### src/design/mcp_pkg.sv
// shared types, codes and sizes for the midi channel message parser
`timescale 1ns / 1ps

package mcp_pkg;

    // queue depth defaults
    localparam int EVENT_SLOTS_DEF = 16;
    localparam int OPQ_DEPTH       = 2;
    localparam int OPQ_PTR_W       = $clog2(OPQ_DEPTH);

    // port widths
    localparam int IN_DATA_W  = 8;
    localparam int IN_USER_W  = 1;
    localparam int OUT_DATA_W = 16;
    localparam int OUT_USER_W = 3;

    // event kinds
    localparam logic [1:0] KIND_NOTE_OFF = 2'd0;
    localparam logic [1:0] KIND_NOTE_ON  = 2'd1;
    localparam logic [1:0] KIND_CONTROL  = 2'd2;

    // item commands
    localparam logic CMD_BYTE = 1'b0;
    localparam logic CMD_POP  = 1'b1;

    // status groups (upper nibble of a status byte)
    localparam logic [3:0] GRP_NOTE_OFF = 4'h8;
    localparam logic [3:0] GRP_NOTE_ON  = 4'h9;
    localparam logic [3:0] GRP_CONTROL  = 4'hB;
    localparam logic [3:0] GRP_PROGRAM  = 4'hC;
    localparam logic [3:0] GRP_PRESSURE = 4'hD;

    typedef struct packed {
        logic [1:0] kind;
        logic [6:0] key;
        logic [6:0] vel;
    } event_t;

    // classified word handed from the parser to the queue engine
    typedef struct packed {
        logic   is_pop;
        logic   push;
        event_t ev;
    } op_t;

endpackage

### src/design/mcp_front.sv
// parser front end: tracks status and data bytes and classifies each word
`timescale 1ns / 1ps

module mcp_front (
    input  logic                 clk,
    input  logic                 rst_n,
    input  logic                 in_valid,
    output logic                 in_ready,
    input  logic                 cmd,
    input  logic [7:0]           byte_in,
    output logic                 op_valid,
    input  logic                 op_ready,
    output mcp_pkg::op_t         op
);
    import mcp_pkg::*;

    localparam logic [1:0] PH_IDLE  = 2'd0;
    localparam logic [1:0] PH_DATA1 = 2'd1;
    localparam logic [1:0] PH_DATA2 = 2'd2;

    logic [1:0] phase_reg, phase_next;
    logic [7:0] status_reg, status_next;
    logic [6:0] first_reg, first_next;
    logic       accept;
    logic [3:0] grp;
    logic       push;
    logic [1:0] kind;

    assign accept   = in_valid && in_ready;
    assign in_ready = op_ready;
    assign op_valid = in_valid;
    assign grp      = status_reg[7:4];

    always_comb
    begin
        phase_next  = phase_reg;
        status_next = status_reg;
        first_next  = first_reg;
        push        = 1'b0;
        kind        = KIND_NOTE_OFF;
        if (cmd == CMD_BYTE)
        begin
            if (byte_in[7])
            begin
                status_next = byte_in;
                phase_next  = PH_DATA1;
            end
            else
            begin
                unique case (phase_reg)
                    PH_DATA1:
                    begin
                        first_next = byte_in[6:0];
                        phase_next = (grp == GRP_PROGRAM || grp == GRP_PRESSURE) ?
                                     PH_IDLE : PH_DATA2;
                    end
                    PH_DATA2:
                    begin
                        phase_next = PH_IDLE;
                        priority if (grp == GRP_NOTE_ON)
                        begin
                            push = 1'b1;
                            kind = (byte_in[6:0] == 7'd0) ? KIND_NOTE_OFF : KIND_NOTE_ON;
                        end
                        else if (grp == GRP_NOTE_OFF)
                        begin
                            push = 1'b1;
                            kind = KIND_NOTE_OFF;
                        end
                        else if (grp == GRP_CONTROL)
                        begin
                            push = 1'b1;
                            kind = KIND_CONTROL;
                        end
                        else
                        begin
                            push = 1'b0;
                        end
                    end
                    // idle and the unused phase code drop stray data
                    default:
                    begin
                        phase_next = phase_reg;
                    end
                endcase
            end
        end
    end

    always_comb
    begin
        op.is_pop  = (cmd == CMD_POP);
        op.push    = push;
        op.ev.kind = kind;
        op.ev.key  = first_reg;
        op.ev.vel  = byte_in[6:0];
    end

    always_ff @(posedge clk or negedge rst_n)
    begin
        if (!rst_n)
        begin
            phase_reg  <= PH_IDLE;
            status_reg <= '0;
            first_reg  <= '0;
        end
        else if (accept)
        begin
            phase_reg  <= phase_next;
            status_reg <= status_next;
            first_reg  <= first_next;
        end
    end

endmodule

### src/design/mcp_op_queue.sv
// short queue of classified words between the parser and the event engine
`timescale 1ns / 1ps

module mcp_op_queue (
    input  logic          clk,
    input  logic          rst_n,
    input  logic          in_valid,
    output logic          in_ready,
    input  mcp_pkg::op_t  in_op,
    output logic          out_valid,
    input  logic          out_ready,
    output mcp_pkg::op_t  out_op
);
    import mcp_pkg::*;

    localparam int CNT_W = $clog2(OPQ_DEPTH + 1);

    op_t                 slot_reg [OPQ_DEPTH];
    logic [OPQ_PTR_W-1:0] wr_ptr_reg, rd_ptr_reg;
    logic [CNT_W-1:0]     count_reg, count_next;
    logic                 push, pop;

    assign in_ready  = (count_reg != CNT_W'(OPQ_DEPTH));
    assign out_valid = (count_reg != '0);
    assign out_op    = slot_reg[rd_ptr_reg];
    assign push      = in_valid && in_ready;
    assign pop       = out_valid && out_ready;

    always_comb
    begin
        count_next = count_reg;
        if (push && !pop)
        begin
            count_next = count_reg + CNT_W'(1);
        end
        else if (pop && !push)
        begin
            count_next = count_reg - CNT_W'(1);
        end
    end

    always_ff @(posedge clk or negedge rst_n)
    begin
        if (!rst_n)
        begin
            wr_ptr_reg <= '0;
            rd_ptr_reg <= '0;
            count_reg  <= '0;
        end
        else
        begin
            count_reg <= count_next;
            if (push)
            begin
                wr_ptr_reg <= wr_ptr_reg + OPQ_PTR_W'(1);
            end
            if (pop)
            begin
                rd_ptr_reg <= rd_ptr_reg + OPQ_PTR_W'(1);
            end
        end
    end

    always_ff @(posedge clk)
    begin
        if (push)
        begin
            slot_reg[wr_ptr_reg] <= in_op;
        end
    end

endmodule

### src/design/mcp_back.sv
// event engine: ring buffer of note and control events and the result register
`timescale 1ns / 1ps

module mcp_back #(
    parameter int EVENT_SLOTS = mcp_pkg::EVENT_SLOTS_DEF
) (
    input  logic                              clk,
    input  logic                              rst_n,
    input  logic                              op_valid,
    output logic                              op_ready,
    input  mcp_pkg::op_t                      op,
    output logic                              m_tvalid,
    input  logic                              m_tready,
    output logic [mcp_pkg::OUT_DATA_W-1:0]    m_tdata,
    output logic [mcp_pkg::OUT_USER_W-1:0]    m_tuser
);
    import mcp_pkg::*;

    localparam int IDX_W = $clog2(EVENT_SLOTS);

    event_t           mem [EVENT_SLOTS];
    event_t           rd_data_reg;
    logic [IDX_W-1:0] wr_idx_reg, rd_idx_reg;
    logic             out_valid_reg, hit_reg, waiting_reg;
    logic             waiting_next;
    logic             exec, empty, full, do_pop, do_push;
    logic [IDX_W-1:0] wr_adv, rd_adv;
    event_t           shown;

    function automatic logic [IDX_W-1:0] advance(input logic [IDX_W-1:0] idx);
        logic [IDX_W-1:0] r;
        begin
            r = (idx == IDX_W'(EVENT_SLOTS - 1)) ? '0 : idx + IDX_W'(1);
            return r;
        end
    endfunction

    assign op_ready = !out_valid_reg || m_tready;
    assign exec     = op_valid && op_ready;
    assign wr_adv   = advance(wr_idx_reg);
    assign rd_adv   = advance(rd_idx_reg);
    assign empty    = (rd_idx_reg == wr_idx_reg);
    // one slot stays free so full and empty differ
    assign full     = (wr_adv == rd_idx_reg);
    assign do_pop   = exec && op.is_pop && !empty;
    assign do_push  = exec && !op.is_pop && op.push && !full;

    always_comb
    begin
        if (op.is_pop)
        begin
            waiting_next = !empty && (rd_adv != wr_idx_reg);
        end
        else if (op.push && !full)
        begin
            waiting_next = 1'b1;
        end
        else
        begin
            waiting_next = !empty;
        end
    end

    always_ff @(posedge clk or negedge rst_n)
    begin
        if (!rst_n)
        begin
            wr_idx_reg    <= '0;
            rd_idx_reg    <= '0;
            out_valid_reg <= 1'b0;
            hit_reg       <= 1'b0;
            waiting_reg   <= 1'b0;
        end
        else
        begin
            if (exec)
            begin
                out_valid_reg <= 1'b1;
                hit_reg       <= do_pop;
                waiting_reg   <= waiting_next;
            end
            else if (m_tready)
            begin
                out_valid_reg <= 1'b0;
            end
            if (do_pop)
            begin
                rd_idx_reg <= rd_adv;
            end
            if (do_push)
            begin
                wr_idx_reg <= wr_adv;
            end
        end
    end

    always_ff @(posedge clk)
    begin
        if (do_push)
        begin
            mem[wr_idx_reg] <= op.ev;
        end
        if (do_pop)
        begin
            rd_data_reg <= mem[rd_idx_reg];
        end
    end

    assign shown    = hit_reg ? rd_data_reg : '0;
    assign m_tvalid = out_valid_reg;
    assign m_tuser  = {shown.kind, hit_reg};
    assign m_tdata  = {1'b0, waiting_reg, shown.vel, shown.key};

`ifndef SYNTHESIS
    a_ring_not_overrun: assert property (@(posedge clk) disable iff (!rst_n)
        do_push |=> (wr_idx_reg != rd_idx_reg))
        else $error("event ring write index ran onto read index");

    a_exec_loads_result: assert property (@(posedge clk) disable iff (!rst_n)
        exec |=> out_valid_reg)
        else $error("executed word did not reach the result register");

    a_idle_indices_hold: assert property (@(posedge clk) disable iff (!rst_n)
        !exec |=> ($stable(wr_idx_reg) && $stable(rd_idx_reg)))
        else $error("ring indices moved without an executed word");

    a_hit_means_nonempty: assert property (@(posedge clk) disable iff (!rst_n)
        (exec && op.is_pop && empty) |=> !hit_reg)
        else $error("pop on empty ring returned an event");
`endif

endmodule

### src/design/midi_channel_message_parser_fifo.sv
// top level of the midi channel message parser with event queue
//
//  port group   dir  tdata                                   tuser
//  s_*          in   byte_in[7:0]                            cmd[0]
//  m_*          out  key_or_controller[6:0],                 event_valid[0],
//                    velocity_or_value[13:7],                event_kind[2:1]
//                    events_waiting[14], zero[15]
//
// one word per cycle sustained while m_tready is high; a taken word is held in the op queue
// (parser classifies it there) until the engine executes it into the result register on m_*
// m_tready low holds the result register, then two op queue slots fill and s_tready drops
// reset clears parser state, ring indices and handshake state; ring contents are
// left unknown and are never read before they are written
`timescale 1ns / 1ps

module midi_channel_message_parser_fifo #(
    parameter int EVENT_SLOTS = mcp_pkg::EVENT_SLOTS_DEF
) (
    input  logic                              clk,
    input  logic                              rst_n,
    input  logic                              s_tvalid,
    output logic                              s_tready,
    input  logic [mcp_pkg::IN_DATA_W-1:0]     s_tdata,   // byte_in[7:0]
    input  logic [mcp_pkg::IN_USER_W-1:0]     s_tuser,   // cmd[0]
    output logic                              m_tvalid,
    input  logic                              m_tready,
    output logic [mcp_pkg::OUT_DATA_W-1:0]    m_tdata,   // key[6:0] vel[13:7] waiting[14]
    output logic [mcp_pkg::OUT_USER_W-1:0]    m_tuser    // event_valid[0] event_kind[2:1]
);
    import mcp_pkg::*;

    logic f_valid, f_ready;
    op_t  f_op;
    logic q_valid, q_ready;
    op_t  q_op;

    mcp_front u_front (
        .clk      (clk),
        .rst_n    (rst_n),
        .in_valid (s_tvalid),
        .in_ready (s_tready),
        .cmd      (s_tuser[0]),
        .byte_in  (s_tdata),
        .op_valid (f_valid),
        .op_ready (f_ready),
        .op       (f_op)
    );

    mcp_op_queue u_queue (
        .clk       (clk),
        .rst_n     (rst_n),
        .in_valid  (f_valid),
        .in_ready  (f_ready),
        .in_op     (f_op),
        .out_valid (q_valid),
        .out_ready (q_ready),
        .out_op    (q_op)
    );

    mcp_back #(
        .EVENT_SLOTS (EVENT_SLOTS)
    ) u_back (
        .clk      (clk),
        .rst_n    (rst_n),
        .op_valid (q_valid),
        .op_ready (q_ready),
        .op       (q_op),
        .m_tvalid (m_tvalid),
        .m_tready (m_tready),
        .m_tdata  (m_tdata),
        .m_tuser  (m_tuser)
    );

endmodule

### config.mk
export PLATFORM = sky130hd
export DESIGN_NAME = midi_channel_message_parser_fifo
export DESIGN_NICKNAME = d
export VERILOG_FILES = /design/src/design/mcp_pkg.sv /design/src/design/mcp_front.sv /design/src/design/mcp_op_queue.sv /design/src/design/mcp_back.sv /design/src/design/midi_channel_message_parser_fifo.sv
export SDC_FILE = /design/constraint.sdc
export NUM_CORES = 1
export LEC_CHECK = 0
export BUFFER_PORTS_ARGS = -buffer_cell sky130_fd_sc_hd__buf_2
export CELL_PAD_IN_SITES_DETAIL_PLACEMENT = 1
export CELL_PAD_IN_SITES_GLOBAL_PLACEMENT = 1
export CORE_ASPECT_RATIO = 1.2
export CORE_UTILIZATION = 45
export CTS_BUF_LIST = sky130_fd_sc_hd__clkbuf_4 sky130_fd_sc_hd__clkbuf_8
export CTS_CLUSTER_DIAMETER = 200
export DETAILED_ROUTE_END_ITERATION = 7
export PLACE_DENSITY = 0.71
export SYNTH_ARGS = -nofsm -noshare
export SYNTH_HDL_FRONTEND = slang
export SYNTH_HIERARCHICAL = 1
export SYNTH_SLANG_ARGS = --single-unit
### constraint.sdc
create_clock -name clk -period 2.5 [get_ports clk]
set_input_delay 0.125 -clock clk [delete_from_list [all_inputs] [get_ports clk]]
set_output_delay 0.125 -clock clk [all_outputs]
set_load 0.03 [all_outputs]
==> impl_metrics.csv, run 1 <==
group,metric,value,unit
sta,hold_viol,0,
clock_tree,cts_tree,"yes",
final_layout,largest_reg_flops,256,
final_layout,instances_no_fill,1266,
die,rows,69,
synthesis,synth_top_family_by_area,"multiplexers",
power_and_ir_drop,p_sw_share,34.2,%
sta,tightest_slew,0.735,ns
worst_setup_path,crit_type,"register to register",
detailed_routing,dr.pass1.iters,5,
die,die_x,160,µm
synthesis,synth_most_common_cell,"edfxtp_1",
clock_tree,cts-root-buf,"clkbuf_8",
final_layout,layout-drive-gt1-share,28.9,%
synthesis,synth_common_cells,"edfxtp_1, mux2i_1, a221oi_1, mux4_2",
power_and_ir_drop,clkPwrFrac,24.8,%
outcome,status,"finished clean",
die,fp.dieH,192,µm
sta,setup_slack,0.0354,ns
detailed_routing,wl_per_cell,25.2,µm
synthesis,ys_top_cells_by_area,"edfxtp_1, mux4_2, dfrtp_1",
clock_tree,cts.sinks,336,
clock_tree,clock_latency,0.58,ns
die,io_pins,34,
synthesis,ys_seq_area_share,73.4,%
worst_setup_path,cp_common_cell,"buf_12",
power_and_ir_drop,sequentialPowerShare,40.8,%
synthesis,synth.top_cell.area_share,68.3,%
placement,pre_cts_slack,0.0159,ns
detailed_routing,dr_total_vias,7094,
sta,setup_viol,0,
synthesis,ys_ff_latch,336,
placement,port_buffers,32,
final_layout,seq_area,0.00996,mm²
synthesis,yosysUniqueCellTypes,55,
power_and_ir_drop,p_leak,5.64,nW
detailed_routing,viasPerCell,5.60,
worst_setup_path,cp-end-kind,"register",
sta,drv_slew,0,
synthesis,synth-simple-area-share,4.36,%
sta,max_slew_margin,51.0,%
grt,overflow,0,
sta,max_freq,406,MHz
detailed_routing,detail-route-antenna-nets,0,
worst_setup_path,cp.arrival,2.79,ns
die,start_util,45.8,%
clock_tree,cts_buffers,50,
sta,period_share,98.6,%
synthesis,async_reset_ff_share,8.33,%
synthesis,synth_flop_cell,"edfxtp_1",
synthesis,muxShareOfSynthArea,13.1,%
clock_tree,cts_buffer_depth,3,
synthesis,synth.avg_cell_area,18.5,µm²
sta,skew,0.0201,ns
worst_setup_path,critical-path-slowest-cell,"dfrtp_2",
grt,grt_pass1_wl,47.9,mm
power_and_ir_drop,ir_worst_vdd,0.000595,V
worst_setup_path,worstPathCellList,"ha_4 > xor3_1 > nor3_4 > and2_4 > a21oi_2 > buf_12 > and3_1 > buf_12",
placement,place.gp.congestion,0.900,
power_and_ir_drop,p_switching,6.61,mW
synthesis,synth_top_cell_by_area,"edfxtp_1",
synthesis,synth-adder-area-share,0.554,%
power_and_ir_drop,p_int,12.7,mW
die,dieArea,0.0308,mm²
worst_setup_path,slowest_delay,0.45,ns
worst_setup_path,crit_fanout,16,
hold_path,holdCritPathClass,"input port to asynchronous set/reset pin",
detailed_routing,wl,31.9,mm
grt,grt_use_total,21.5,%
synthesis,yosysWarnings,6,
final_layout,multi_input_area,0.00332,mm²
sta,finalSetupTns,0,ns
synthesis,syn_inst,733,
synthesis,synth_enable_flop_cells,308,
detailed_routing,drtIter0Drc,528,
placement,dp_hpwl,21.1,mm
final_layout,layout.nets,853,
grt,grt_max_degree,50,
worst_setup_path,r2r_slack,0.04,ns
die,core,0.0296,mm²
power_and_ir_drop,powerDensity,1220,mW/mm²
final_layout,diodes,0,
worst_setup_path,ff2ff_path_depth,8,
clock_tree,clk_pin_slew,0.07,ns
grt,antenna_found_initial,0,
worst_setup_path,cp.required,2.83,ns
sta,period_needed,2.46,ns
detailed_routing,drc,0,
power_and_ir_drop,power_frac_comb,34.4,%
synthesis,syn_area,0.0136,mm²
synthesis,synth_compound_area_share,4.74,%
clock_tree,cts_htree_levels,2,
worst_setup_path,timing.rr.start,"u_back/wr_idx_reg[1]",
synthesis,synth_fp_nets,752,
final_layout,syn_to_final_growth,16.7,%
worst_setup_path,cp-start-kind,"register",
synthesis,synth-xor-area-share,1.34,%
run,drv_cap,0,
placement,dp_cells,1159,
final_layout,nFillCells,2689,
worst_setup_path,r2r-end,"u_back/mem[10][2]",
grt,grt_pass1_vias,7613,
[layer usage]
layer / vias to the layer above / global-route usage (%) / routed length (µm)
li1: 3119 / - / -
met1: 3701 / 27.6 / 13400
met2: 209 / 36.3 / 15700
met3: 65 / 3.80 / 1640
met4: 0 / 8.46 / 1120
met5: - / 0 / 0
[through the flow]
step	power, mW	hold WS [ns]	instance area (µm²)	utilization, %
floorplan	12.1	-0.171	13600	-
global placement	14.1	0.201	14500	49.1
detailed placement	14.4	0.221	14500	49.1
CTS	19.3	0.119	15800	53.2
global route	20.1	0.177	15800	53.4
finish	19.3	0.138	15800	53.4
[final cells by class]
class	count	share of cell area, %
clock buffer	59	4.82
clock inverter	35	2.03
inverter	7	0.166
multi-input combinational	340	21.0
sequential	336	62.9
tap	390	3.08
timing repair buffer	99	5.96
[how the worst max path moves through the flow]
stage	startpoint	end	cells past startpoint
6_report	u_back/wr_idx_reg[1]	u_back/mem[10][2]	8
5_1_grt	u_back/wr_idx_reg[0]	u_back/mem[10][2]	9
4_1_cts	u_back/wr_idx_reg[0]	u_back/mem[10][2]	8
3_5_place_dp	u_back/wr_idx_reg[1]	u_back/mem[11][11]	7
3_3_place_gp	u_back/wr_idx_reg[1]	u_back/mem[10][11]	8
2_1_floorplan	u_back/wr_idx_reg[1]	u_back/mem[14][0]	7
[worst max-delay path: cells and delay by family, from the launching register on]
family,cells,cell delay [ns]
xor+xnor,1,0.43
buf+inv,2,0.34
simple gates,3,0.71
flops,1,0.45
compound gates,1,0.09
fa+ha+maj,1,0.20
[cell families after synthesis]
kind of cell	count (synthesis)
AO/OA/AOI/OAI	84
adder cells (fa/ha/maj)	6
other	1
XOR/XNOR	19
AND/OR/NAND/NOR	103
multiplexers	127
buffers and inverters	57
flip-flops	336
[placed cells by master, fill, tap and decap left out, types with 4 or more instances in the layout]
| cell | synthesis | routed |
|---|---|---|
| clkbuf_8 | 0 | 51 |
| edfxtp_1 | 308 | 308 |
| a221oi_1 | 32 | 32 |
| and2_1 | 21 | 20 |
| ha_1 | 6 | 5 |
| nand2_1 | 28 | 28 |
| buf_2 | 11 | 32 |
| buf_4 | 17 | 35 |
| clkbuf_4 | 0 | 8 |
| mux2i_1 | 64 | 64 |
| clkinv_2 | 0 | 12 |
| inv_1 | 6 | 6 |
| a21oi_1 | 4 | 4 |
| buf_12 | 1 | 20 |
| mux4_2 | 32 | 32 |
| a22oi_1 | 16 | 16 |
| nor2_1 | 8 | 8 |
| dlygate4sd3_1 | 0 | 12 |
| mux2_2 | 15 | 15 |
| nand2b_1 | 5 | 5 |
| clkinv_1 | 1 | 14 |
| o21ai_0 | 19 | 19 |
| xnor2_1 | 14 | 13 |
| dfrtp_1 | 28 | 25 |
| mux2_4 | 16 | 16 |
| and3_1 | 14 | 14 |
| bufinv_16 | 0 | 6 |
[power groups by stage]
stage	clock (mW)	sequential [mW]	combinational (mW)
after global placement	0	7.93	6.21
after detailed placement	0	7.98	6.47
after floorplan	0	7.83	4.23
after CTS	4.90	7.86	6.57
after global routing	5.11	7.95	7.08
final	4.80	7.87	6.65
[repair_timing]
action	4_1_cts	5_1_grt
pin swaps	1	1
hold buffers	12	0
setup endpoints to repair	245	256
gates resized for setup	2	9
hold endpoints to repair	60	0
setup buffers	0	1
(Power assumes the default switching activity.)
==> run 2, diff against run 1 <==
--- a/config.mk
+++ b/config.mk
@@ -5,6 +5,7 @@
 export SDC_FILE = /design/constraint.sdc
 export NUM_CORES = 1
 export LEC_CHECK = 0
+export ABC_AREA = 1
 export BUFFER_PORTS_ARGS = -buffer_cell sky130_fd_sc_hd__buf_2
 export CELL_PAD_IN_SITES_DETAIL_PLACEMENT = 1
 export CELL_PAD_IN_SITES_GLOBAL_PLACEMENT = 1
@@ -13,7 +14,8 @@
 export CTS_BUF_LIST = sky130_fd_sc_hd__clkbuf_4 sky130_fd_sc_hd__clkbuf_8
 export CTS_CLUSTER_DIAMETER = 200
 export DETAILED_ROUTE_END_ITERATION = 7
-export PLACE_DENSITY = 0.71
+export PLACE_DENSITY = 0.75
+export SLEW_MARGIN = 25
 export SYNTH_ARGS = -nofsm -noshare
 export SYNTH_HDL_FRONTEND = slang
 export SYNTH_HIERARCHICAL = 1
==> impl_metrics.csv, run 2 <==
group,metric,value,unit
sta,period_needed,2.35,ns
final_layout,syn_to_final_growth,13.5,%
synthesis,synth.top_cell.area_share,65.7,%
detailed_routing,viasPerCell,5.40,
synthesis,synth_top_family_by_area,"simple AND/OR/NAND/NOR gates",
sta,rsz0062_at_grt,"no",
synthesis,muxShareOfSynthArea,0,%
grt,grt_use_total,22.9,%
power_and_ir_drop,powerDensity,1180,mW/mm²
synthesis,ys_ff_latch,336,
die,die_x,163,µm
worst_setup_path,cp-startpoint,"u_back/wr_idx_reg[0]",
clock_tree,cts_htree_levels,2,
synthesis,syn_area,0.0141,mm²
die,start_util,45.9,%
placement,port_buffers,32,
die,core,0.0307,mm²
worst_setup_path,slowest_delay,0.44,ns
final_layout,multi_input_area,0.00329,mm²
synthesis,synth-simple-area-share,13.8,%
power_and_ir_drop,p_total,18.9,mW
grt,grt_pass1_vias,9463,
grt,antenna_found_initial,0,
synthesis,synth.avg_cell_area,11.9,µm²
final_layout,final_common_cell,"edfxtp_1",
sta,hold_viol,0,
hold_path,holdCritPathClass,"input port to asynchronous set/reset pin",
worst_setup_path,worstPathCellList,"inv_1 > ha_1 > xnor2_1 > nand3_2 > nor2_4 > nand2_4 > nand2_4 > nor3_2 > buf_4",
synthesis,ys_top_cells_by_area,"edfxtp_1, nand2_1, dfrtp_1",
synthesis,synth_enable_flop_cells,308,
final_layout,mostFrequentLayoutCells,"edfxtp_1, nand2_1, inv_1",
sta,period_share,93.9,%
synthesis,synth_common_cells,"edfxtp_1, nand2_1, inv_1",
sta,drv_slew,0,
run,drv_cap,0,
detailed_routing,wl,35.2,mm
detailed_routing,dr.pass1.iters,5,
outcome,status,"finished clean",
die,fp.dieH,196,µm
die,rows,70,
sta,tightest_slew,0.798,ns
worst_setup_path,crit_type,"register to register",
worst_setup_path,critical-path-slowest-cell,"dfrtp_2",
sta,skew,0.0156,ns
detailed_routing,drc,0,
worst_setup_path,timing.rr.start,"u_back/wr_idx_reg[0]",
synthesis,synth_top_cell_by_area,"edfxtp_1",
final_layout,diodes,0,
die,io_pins,34,
grt,grt_pass1_wl,54.7,mm
clock_tree,cts_buffers,51,
detailed_routing,drtIter0Drc,656,
worst_setup_path,crit_fanout,22,
final_layout,final_util,52.1,%
placement,place.gp.congestion,0.827,
grt,overflow,0,
detailed_routing,wl_per_cell,20.9,µm
synthesis,synth_most_common_cell,"edfxtp_1",
synthesis,async_reset_ff_share,8.33,%
clock_tree,cts-root-buf,"clkbuf_8",
final_layout,layout-drive-gt1-share,17.1,%
synthesis,syn_inst,1182,
synthesis,synth_compound_area_share,7.97,%
clock_tree,post_cts_buffers,0,
grt,grt_max_degree,99,
sta,max_slew_margin,46.7,%
worst_setup_path,cp.required,2.78,ns
worst_setup_path,cp.arrival,2.62,ns
sta,max_freq,426,MHz
worst_setup_path,cp_common_cell,"nand2_4",
sta,setup_viol,0,
synthesis,yosysUniqueCellTypes,35,
clock_tree,cts_tree,"yes",
final_layout,largest_reg_flops,256,
worst_setup_path,cp-end-kind,"register",
clock_tree,clk_pin_slew,0.06,ns
clock_tree,cts.sinks,336,
synthesis,yosysWarnings,6,
placement,dp_hpwl,23.2,mm
die,dieArea,0.0320,mm²
detailed_routing,dr_total_vias,9109,
clock_tree,cts_buffer_depth,3,
synthesis,synth_fp_nets,1201,
synthesis,synth-xor-area-share,0.489,%
clock_tree,clock_latency,0.58,ns
synthesis,synth_flop_cell,"edfxtp_1",
synthesis,ys_seq_area_share,70.7,%
power_and_ir_drop,ir_worst_vdd,0.000663,V
final_layout,seq_area,0.00996,mm²
worst_setup_path,cp-start-kind,"register",
power_and_ir_drop,p_leak,6.04,nW
synthesis,synth-adder-area-share,0.533,%
final_layout,layout.nets,1270,
detailed_routing,detail-route-antenna-nets,0,
final_layout,nFillCells,3218,
run 2: cell count changes after synthesis, sizes merged, moves of 54 or more:
| cell | before | now |
|---|---|---|
| mux2i | 64 | 0 |
| nand2 | 28 | 298 |
| nand3 | 3 | 57 |
| inv | 6 | 119 |
| o21ai | 19 | 80 |
| nor2 | 8 | 82 |
run 2: power breakdown:
group          switching (mW)  internal, mW
clock                    2.07          2.47
sequential              0.390          7.64
combinational            4.72          1.60
run 2: per-stage QoR:
stage	instance area, µm²	std cells	setup slack (ns)	setup TNS [ns]	hold WS, ns
2_1_floorplan	14100	1182	-0.457	-109.55	-0.171
3_3_place_gp	14800	1582	0.199	0	0.199
3_5_place_dp	14800	1582	0.0692	0	0.202
4_1_cts	16000	1686	0.0353	0	0.105
5_1_grt	16000	1686	0.0183	0	0.163
6_report	16000	1686	0.153	0	0.111
run 2: final cells by class:
type / count / share of cell area [%]
clock buffers: 67 / 5.18
clock inverters: 25 / 1.22
inverters: 119 / 2.81
multi-input cells: 652 / 20.6
flip-flops and latches: 336 / 62.3
well taps: 396 / 3.10
repair buffers: 91 / 4.75
run 2: path summary, 6_finish.rpt:
check | endpoint | slack [ns] | depth (start not counted)
worst max-delay path | u_back/mem[12][15] | 0.15 | 9
worst min-delay path | u_back/rd_idx_reg[0] | 0.11 | 2
worst max register to register | u_back/mem[12][15] | 0.15 | 9
worst min register to register | u_queue/slot_reg[0][11] | 0.49 | 0
max in group asynchronous | u_back/rd_idx_reg[0] | 1.90 | 2
min in group clk | u_queue/slot_reg[1][3] | 0.28 | 2
run 2: logic make-up after synthesis:
logic type      after synthesis
simple gates                459
flops                       336
buf+inv                     194
compound gates              179
xor+xnor                      7
fa+ha+maj                     6
other cells                   1
run 2: worst max-delay path: cells and delay by family, from the launching register on:
kind / cells / cell delay (ns)
buffers and inverters: 2 / 0.38
DFF: 1 / 0.44
xor gates and xnor gates: 1 / 0.15
adders and majority gates: 1 / 0.35
and+or+nand+nor: 5 / 0.68
run 2: repair_timing:
item / CTS / global route
endpoints found under the hold margin: 60 / 0
resized for setup: 0 / 3
hold buffers: 12 / 0
endpoints found under the setup margin: 0 / 256
run 2: per-layer routing:
| layer | wire length (µm) | GRT usage, % |
|---|---|---|
| met1 | 14800 | 30.0 |
| met2 | 18400 | 39.7 |
| met3 | 1470 | 3.26 |
| met4 | 548 | 6.17 |
| met5 | 0 | 0 |
